--- config.mk ---
export PLATFORM = sky130hd
export DESIGN_NAME = mblp_ctrl
export DESIGN_NICKNAME = d
export VERILOG_FILES = /design/src/mblp_pkg.sv /design/src/mblp_ctrl.sv
export SDC_FILE = /design/constraint.sdc
export NUM_CORES = 1
export LEC_CHECK = 0
export BUFFER_PORTS_ARGS = -buffer_cell sky130_fd_sc_hd__buf_2
export CORE_AREA = 3 3 40 42
export CTS_CLUSTER_DIAMETER = 60
export CTS_CLUSTER_SIZE = 30
export DETAILED_ROUTE_END_ITERATION = 7
export DIE_AREA = 0 0 43 45
export SYNTH_ARGS = -nofsm -noshare
export SYNTH_HDL_FRONTEND = slang
export SYNTH_SLANG_ARGS = --single-unit
--- constraint.sdc ---
create_clock -name clk -period 2 [get_ports clk]
set_clock_uncertainty 0.15 [all_clocks]
set_input_delay 0.4 -clock clk [delete_from_list [all_inputs] [get_ports clk]]
set_output_delay 0.4 -clock clk [all_outputs]
set_load 0.02 [all_outputs]
--- src/mblp_pkg.sv ---
// Shared constants, codes and types of the monochrome bitmap to LCD page reorder block.
package mblp_pkg;

    localparam int MAX_WIDTH   = 128;
    localparam int MAX_HEIGHT  = 64;
    localparam int STORE_DEPTH = MAX_WIDTH * MAX_HEIGHT / 8;
    localparam int ADDR_W      = $clog2(STORE_DEPTH);

    localparam int INDEX_W      = 10;
    localparam int DATA_W       = 8;
    localparam int WIDTH_REG_W  = 8;
    localparam int HEIGHT_REG_W = 7;
    localparam int CFG_DATA_W   = 8;
    localparam int CFG_INDEX_W  = 2;

    // Frame width in bytes and frame height in pages.
    localparam int WC_W = $clog2(MAX_WIDTH / 8 + 1);
    localparam int HP_W = $clog2(MAX_HEIGHT / 8 + 1);
    localparam logic [WC_W-1:0] WC_MAX = WC_W'(MAX_WIDTH / 8);
    localparam logic [HP_W-1:0] HP_MAX = HP_W'(MAX_HEIGHT / 8);

    localparam int SIZE_W = 12;
    localparam int QUO_W  = 6;
    localparam int STEP_W = 3;
    localparam int DIFF_W = 14;
    localparam logic [STEP_W-1:0] STEP_FIRST = STEP_W'(QUO_W - 1);

    localparam logic [CFG_INDEX_W-1:0] REG_DIRECTION = 2'd0;
    localparam logic [CFG_INDEX_W-1:0] REG_WIDTH     = 2'd1;
    localparam logic [CFG_INDEX_W-1:0] REG_HEIGHT    = 2'd2;

    localparam logic CMD_WRITE = 1'b0;
    localparam logic CMD_READ  = 1'b1;

    localparam logic DIR_BMP_TO_LCD = 1'b0;
    localparam logic DIR_LCD_TO_BMP = 1'b1;

    typedef enum logic [2:0] {
        ST_IDLE,
        ST_CHECK,
        ST_DIV,
        ST_BASE,
        ST_READ,
        ST_DRAIN,
        ST_DONE
    } mblp_state_t;

    typedef struct packed {
        logic accept;
        logic check;
        logic div_step;
        logic base;
        logic rd_issue;
        logic load_out;
    } mblp_cmd_t;

    typedef struct packed {
        logic oob;
        logic is_read;
        logic div_last;
        logic read_last;
    } mblp_sts_t;

endpackage

--- src/mblp_ctrl.sv ---
// Controller: sequences check, division, address setup and the eight store reads of one item.
module mblp_ctrl (
    input  logic                  clk,
    input  logic                  rst_n,
    input  logic                  in_valid,
    output logic                  in_ready,
    output logic                  out_valid,
    input  logic                  out_ready,
    input  mblp_pkg::mblp_sts_t   sts,
    output mblp_pkg::mblp_cmd_t   cmd
);

    mblp_pkg::mblp_state_t state_reg;
    mblp_pkg::mblp_state_t state_next;
    logic                  out_valid_reg;
    logic                  out_valid_next;

    always_ff @(posedge clk or negedge rst_n)
    begin
        if (!rst_n)
        begin
            state_reg     <= mblp_pkg::ST_IDLE;
            out_valid_reg <= 1'b0;
        end
        else
        begin
            state_reg     <= state_next;
            out_valid_reg <= out_valid_next;
        end
    end

    always_comb
    begin
        state_next = state_reg;
        in_ready   = 1'b0;
        cmd        = '0;
        unique case (state_reg)
            mblp_pkg::ST_IDLE:
            begin
                in_ready = 1'b1;
                if (in_valid)
                begin
                    cmd.accept = 1'b1;
                    state_next = mblp_pkg::ST_CHECK;
                end
            end
            mblp_pkg::ST_CHECK:
            begin
                cmd.check  = 1'b1;
                state_next = (sts.oob || !sts.is_read) ? mblp_pkg::ST_DONE : mblp_pkg::ST_DIV;
            end
            mblp_pkg::ST_DIV:
            begin
                cmd.div_step = 1'b1;
                if (sts.div_last)
                begin
                    state_next = mblp_pkg::ST_BASE;
                end
            end
            mblp_pkg::ST_BASE:
            begin
                cmd.base   = 1'b1;
                state_next = mblp_pkg::ST_READ;
            end
            mblp_pkg::ST_READ:
            begin
                cmd.rd_issue = 1'b1;
                if (sts.read_last)
                begin
                    state_next = mblp_pkg::ST_DRAIN;
                end
            end
            mblp_pkg::ST_DRAIN:
            begin
                state_next = mblp_pkg::ST_DONE;
            end
            mblp_pkg::ST_DONE:
            begin
                if (!out_valid_reg || out_ready)
                begin
                    cmd.load_out = 1'b1;
                    state_next   = mblp_pkg::ST_IDLE;
                end
            end
            default:
            begin
                state_next = mblp_pkg::ST_IDLE;
            end
        endcase

        if (cmd.load_out)
        begin
            out_valid_next = 1'b1;
        end
        else if (out_ready)
        begin
            out_valid_next = 1'b0;
        end
        else
        begin
            out_valid_next = out_valid_reg;
        end
    end

    assign out_valid = out_valid_reg;

    // A waiting result is never overwritten.
    assert property (@(posedge clk) disable iff (!rst_n)
        cmd.load_out |-> (!out_valid_reg || out_ready))
        else $error("result register overwritten while its item waits");

    // An accepted item always starts with the range check.
    assert property (@(posedge clk) disable iff (!rst_n)
        (in_valid && in_ready) |=> (state_reg == mblp_pkg::ST_CHECK))
        else $error("accepted item did not enter the range check");

    // The read phase runs until the eighth read has been issued.
    assert property (@(posedge clk) disable iff (!rst_n)
        (state_reg == mblp_pkg::ST_READ && !sts.read_last) |=>
        (state_reg == mblp_pkg::ST_READ))
        else $error("read phase left before all eight reads");

    // Writes and flagged items skip the division and the reads.
    assert property (@(posedge clk) disable iff (!rst_n)
        (state_reg == mblp_pkg::ST_CHECK && (sts.oob || !sts.is_read)) |=>
        (state_reg == mblp_pkg::ST_DONE))
        else $error("write or flagged item entered the gather sequence");

endmodule

* Yosys cells after proc, flatten, opt, wreduce, memory -nomap -nowiden *
Index checks and enable logic that the tools add are counted.

operators by class
  add/sub/neg operators = 0
  $mul = 0
  divide/modulo/power cells = 0
  $lt $le $gt $ge = 0
  equal/unequal tests = 10
  shift operators = 0
  muxes and demuxes = 17
  bitwise logic cells = 0
  reduce and logical (&&, ||, !) cells = 7

operators by type and width
  operator                                                               count
  3-bit case mux with 7 select lines                                     1
  3-bit 2-to-1 mux                                                       5
  1-bit 2-to-1 mux                                                       11
  3-bit equality test, second input constant                             3
  2-bit != test, second input constant                                   4
  3-bit by 2-bit equality test with 1-bit output, second input constant  2
  4-bit AND reduction                                                    1
  3-bit by 1-bit equality test with 1-bit output, second input constant  1
  3-bit zero test                                                        1
  1-bit zero test                                                        2
  1-bit logical OR                                                       2
  2-bit nonzero test                                                     1

word-level totals
  bits in registers = 4
  latch bits = 0
  RAM bits = 0
  memory bits (read-only) = 0
  input port bits = 8
  output and inout port bits = 8
  word-level logic and storage cells = 36
  memories kept = 0

* Depth between registers and ports, before layout *
Gate-level depths: netlist of run 1.

  depth after elaboration = 5
  gate-level depth with buffers = 4
  mapped depth without buffers = 3

* Worst setup path before layout of run 1 *
OpenSTA, ideal clock, no wires.

  path kind = flip-flop to output port
  start point = register state_reg[1]
  end point = output port cmd[5] (netlist bit)
  arrival = 1.337 ns
  data required time = 1.450 ns
  setup slack = 0.113 ns
  stages on the path, launching flop included = 4
  cell sequence = dfrtp_1 > buf_6 > nor3_1 > and2_1

RTL lines
  item                    RTL line         source
  from (decl)             mblp_ctrl.sv:13  mblp_pkg::mblp_state_t state_reg;
  from (signal assigned)  mblp_ctrl.sv:22  state_reg <= mblp_pkg::ST_IDLE;
  from (signal assigned)  mblp_ctrl.sv:27  state_reg <= state_next;
  to (decl)               mblp_ctrl.sv:10  output mblp_pkg::mblp_cmd_t cmd

==> flow_metrics.tcl, run 1 <==
set metrics [dict create \
    num_io_pins 16 \
    antenna_cells 0 \
    path_clk_slew_ps 40 \
    rows 13 \
    num-nets-final 55 \
    cts_tree "built" \
    place.gp.congestion 0.642 \
    largest_register_ffs 3 \
    slowest_delay_ps 440 \
    grt_pass1_vias 223 \
    h-tree-depth 1 \
    layout-drive-gt1-share_pct 40.0 \
    crit_required_ps 1450 \
    place_area_um2 323 \
    insertion_delay_ps 240 \
    drt_first_pass_iters 2 \
    finalHoldViolCount 0 \
    cts_resized 0 \
    nFillCells 139 \
    syn_nets 37 \
    setup_violations 0 \
    maxCapViolations 0 \
    ir_drop_v 0.000481 \
    crit_slowest_cell "dfrtp_1" \
    ctsLongestPathBuffers 2 \
    tns_ps 0 \
    die_h_um 45 \
    relSlewSlack_pct 81.6 \
    status "finished clean" \
    final_max_slew_viol_count 0 \
    register_area_um2 100 \
    num_vias 240 \
    fp.dieW_um 43 \
    grt_use_total_pct 7.44 \
    leakagePower_uw 0.000186 \
    fin_ws_ps 180 \
    multi_input_area_um2 121 \
    min-delay-path-class "in2async" \
    wl_per_cell_um 9.65 \
    critPathCaptureType "primary output" \
    timing.fmax_mhz 550 \
    rsz0062_at_grt "no" \
    startpoint_type "flop" \
    syn_to_final_growth_pct 40.6 \
    yosysSeqAreaShare_pct 39.6 \
    cp.arrival_ps 1270 \
    pwr_density_cell_nw_per_um2 1560 \
    via_per_inst 4.00 \
    timing.final.crit_share_pct 91.0 \
    timing.hold.ws_ps 339 \
    die_area_um2 1940 \
    core_um2 1280 \
    grt_max_degree 11 \
    grt-ovfl-total 0 \
    cts_made_buffers 3 \
    port_buffers 15 \
    route.detailed.drc 0 \
    cts.sinks 4 \
    ys_types 19 \
    antenna_found_initial 0 \
    synthesis.area_um2 253 \
    cp_cell_sequence "nand2b_1 > nor3b_1 > buf_2" \
    crit_type "reg2out" \
    wirelength_um 579 \
    grt_pass1_wl_um 917 \
    netlist_instances 29 \
    ys_seq_elements 4 \
    ys_warn_count 0 \
    fin_crit_ps 1820 \
    start_util_pct 19.7 \
    place_hpwl_um 448 \
    cts_root_buf "clkbuf_4" \
    crit_fanout 8 \
    tightest_slew_ps 276 \
    drt_iter0_markers 3 \
    synth_area_per_cell_um2 8.72 \
    design_area_um2 355 \
    antenna_left 0 \
    dp_slack_ps 434 \
]
## cells in the final DEF, fill, tap and decap left out
| master | instances |
|---|---|
| a211oi_1 | 1 |
| a21boi_0 | 1 |
| a21o_1 | 1 |
| a21oi_1 | 2 |
| and2_1 | 1 |
| and3_1 | 1 |
| buf_2 | 15 |
| clkbuf_4 | 3 |
| dfrtp_1 | 4 |
| dlygate4sd3_1 | 1 |
| inv_1 | 2 |
| nand2b_1 | 2 |
| nor2_1 | 1 |
| nor2b_1 | 1 |
| nor3_1 | 4 |
| nor3b_1 | 1 |
| o21a_1 | 1 |
| o21ai_0 | 2 |
| or3b_1 | 1 |
## Yosys cell counts
| cell type | number | share of area, % |
|---|---|---|
| nor2b_1 | 1 | 2.5 |
| a211oi_1 | 1 | 3.0 |
| a21boi_0 | 1 | 3.0 |
| a21oi_1 | 2 | 4.0 |
| buf_6 | 1 | 4.5 |
| or3b_1 | 1 | 3.5 |
| nor3_1 | 4 | 7.9 |
| nor2_1 | 1 | 1.5 |
| o21ai_0 | 2 | 4.0 |
| and3_1 | 1 | 2.5 |
| inv_1 | 2 | 3.0 |
| nor3b_1 | 1 | 3.0 |
| and2_1 | 1 | 2.5 |
| nand2b_1 | 2 | 4.9 |
| dfrtp_1 | 4 | 40 |
| a21o_1 | 1 | 3.0 |
| buf_2 | 1 | 2.0 |
| o21a_1 | 1 | 3.0 |
| buf_4 | 1 | 3.0 |
## final timing paths
kind / startpoint / slack, ps / depth (start not counted) / end
worst max register to register: state_reg[1]$_DFFE_PN0P_ / 660 / 3 / state_reg[2]$_DFFE_PN0P_
max in group asynchronous: rst_n / 1240 / 2 / state_reg[2]$_DFFE_PN0P_
worst min-delay path: rst_n / 340 / 2 / out_valid$_DFFE_PN0P_
min in group clk: sts[1] / 380 / 3 / state_reg[0]$_DFFE_PN0P_
worst min register to register: out_valid$_DFFE_PN0P_ / 430 / 2 / out_valid$_DFFE_PN0P_
worst max-delay path: state_reg[0]$_DFFE_PN0P_ / 180 / 3 / cmd[0]
## critical path, delay by kind of cell, from the launching register on
family / cells / cell delay, ps
flip-flops: 1 / 440
AND/OR/NAND/NOR: 2 / 410
buffers and inverters: 1 / 190
## power breakdown
part	internal (uW)	total [uW]	switching (uW)	leakage [uW]
Combinational	107	269	162	0.000123
Clock	67.1	100	33.4	0.0000138
Sequential	120	186	65.6	0.0000496
## through the flow
step                cells  utilization, %  power, uW
floorplan              29               -        401
global placement       56            25.1        456
detailed placement     56            25.1        460
CTS                    60            27.7        565
global route           60            27.7        611
finish                 60            27.7        555
## kinds of logic after synthesis
kind of cell | after synthesis | synth area share (%)
AOI/OAI and AO/OA | 8 | 19.8
buffers and inverters | 5 | 12.4
DFF | 4 | 39.6
and+or+nand+nor | 12 | 28.2
## area by class of cell
cell class	instances	share of cell area (%)
sequential	4	28.2
tap	15	5.28
multi-input combinational	20	34.2
clock buffer	3	6.34
inverter	2	2.11
timing repair buffer	16	23.9
## metal layers
layer / track usage [%] / part of all wire (%) / vias up
met4: 7.23 / 3.3 / 0
met1: 9.00 / 47 / 90
met2: 7.49 / 37 / 16
met5: 0 / 0 / -
met3: 5.98 / 13 / 2
li1: - / - / 132
## timing repair
action | CTS | global route
hold buffers | 1 | 0
hold endpoints to repair | 4 | 0
buffers inserted | 0 | 0
Note: power is estimated with default switching activity, not from simulation.
==> run 2: changes to the inputs <==
CORE_AREA = 2 2 39 41   (was 3 3 40 42)
DIE_AREA = 0 0 41 43   (was 0 0 43 45)
REMOVE_ABC_BUFFERS = 1   (was not set)
==> run 2 against run 1 <==
  * Die area down 8.9%
  * Flip-flop and latch count unchanged
  * Cell area grew 0.35%
  * Power rose by 0.63%
  * Hold slack gained 27 ps
  * First-iteration DRC count is 100% lower
  * Global-route usage increased by 1.6 points
  * Critical path type unchanged
  * Cell count is 1.7% higher
  * Clock power is essentially flat
  * Sequential share of layout area fell by 0.099 points
==> flow_metrics.tcl, run 2 (synthesis gave the netlist of run 1 again) <==
set metrics [dict create \
    status "finished clean" \
    ctsLongestPathBuffers 2 \
    largest_register_ffs 3 \
    cts.sinks 4 \
    insertion_delay_ps 230 \
    die_area_um2 1760 \
    final_max_slew_viol_count 0 \
    crit_fanout 8 \
    rr_worst_depth 3 \
    h-tree-depth 1 \
    cp.arrival_ps 1280 \
    min-delay-path-class "in2async" \
    cts_root_buf "clkbuf_4" \
    grt_pass1_wl_mm 1.02 \
    pwr_density_cell_nw_per_um2 1570 \
    cts_setup_buffers 0 \
    power_uw 559 \
    ir_drop_v 0.000380 \
    stdcell_count 61 \
    drt_first_pass_iters 1 \
    path_clk_slew_ps 40 \
    regToRegEndpoint "state_reg[2]$_DFFE_PN0P_" \
    core_um2 1380 \
    route.detailed.drc 0 \
    rows 14 \
    num_io_pins 16 \
    wirelength_um 592 \
    r2r_setup_slack_ps 650 \
    cts_resized 0 \
    antenna_found_initial 0 \
    rsz0062_at_grt "no" \
    cts_made_buffers 3 \
    leakagePower_uw 0.000186 \
    post-place-cells 57 \
    final_common_cell "buf_2" \
    r2r-start "state_reg[1]$_DFFE_PN0P_" \
    layout-drive-gt1-share_pct 40.0 \
    place.gp.congestion 0.725 \
    tightest_slew_ps 284 \
    drt_iter0_markers 0 \
    crit_required_ps 1450 \
    port_buffers 15 \
    timing.fmax_mhz 546 \
    wl_per_cell_um 9.70 \
    finalHoldViolCount 0 \
    grt_max_degree 11 \
    maxCapViolations 0 \
    hold_buffers 1 \
    fin_crit_ps 1830 \
    final_cell_mix "buf_2 (15), nor3_1 (4), dfrtp_1 (4)" \
    grt-ovfl-total 0 \
    setup_violations 0 \
    via_per_inst 4.36 \
    syn_to_final_growth_pct 41.1 \
    crit_type "reg2out" \
    tns_ps 0 \
    timing.final.crit_share_pct 91.5 \
    fp.dieW_um 41 \
    num-nets-final 55 \
    grt_pass1_vias 275 \
    grt_use_total_pct 9.05 \
    timing.hold.ws_ps 366 \
    relSlewSlack_pct 81.1 \
    startpoint_type "flop" \
    antenna_left 0 \
    num_vias 266 \
    critPathCaptureType "primary output" \
    die_h_um 43 \
    cts_tree "built" \
    antenna_cells 0 \
    start_util_pct 18.3 \
]
## run 2: cell counts in the layout (fill, tap and decap cells not counted)
Identical to the previous run, type by type.
## run 2: layer usage
| layer | vias to the layer above | GRT usage (%) | share of wire (%) |
|---|---|---|---|
| li1 | 130 | - | - |
| met1 | 119 | 9.39 | 40 |
| met2 | 15 | 13.4 | 48 |
| met3 | 2 | 1.57 | 8.8 |
| met4 | 0 | 10.0 | 3.2 |
| met5 | - | 0 | 0 |
## run 2: worst max path at each step
| stage | from | end | slack [ps] | depth (start not counted) |
|---|---|---|---|---|
| after detailed placement | state_reg[0]$_DFFE_PN0P_ | cmd[0] | 410 | 3 |
| after CTS | state_reg[0]$_DFFE_PN0P_ | cmd[0] | 160 | 3 |
| after floorplan | state_reg[1]$_DFFE_PN0P_ | cmd[5] | 140 | 2 |
| after global placement | out_ready | cmd[0] | 450 | 4 |
| final | state_reg[0]$_DFFE_PN0P_ | cmd[0] | 170 | 3 |
| after global routing | state_reg[1]$_DFFE_PN0P_ | cmd[0] | 70 | 3 |
## run 2: worst max-delay path, cell delays in order (launching register included)
cell,delay (ps)
dfrtp_1,450
nand2b_1,220
nor3b_1,190
buf_2,190
## run 2: power breakdown
| group | total, uW | switching, uW | internal, uW |
|---|---|---|---|
| logic | 273 | 165 | 107 |
| registers | 189 | 69.4 | 120 |
| clock network | 96.9 | 30.0 | 66.9 |
## run 2: through the flow
step / setup WS (ps) / cell area [um2] / util (%)
after detailed placement: 413 / 324 / 23.4
after global routing: 71.9 / 357 / 25.8
final: 170 / 357 / 25.8
after floorplan: 143 / 229 / -
after global placement: 445 / 324 / 23.4
after CTS: 161 / 357 / 25.8
## run 2: layout make-up
type	instances	area, um2
Fill cell	156	1030
Tap cell	16	20.0
Sequential cell	4	100
Multi-Input combinational cell	20	121
Inverter	2	7.51
Timing Repair Buffer	16	85.1
Clock buffer	3	22.5
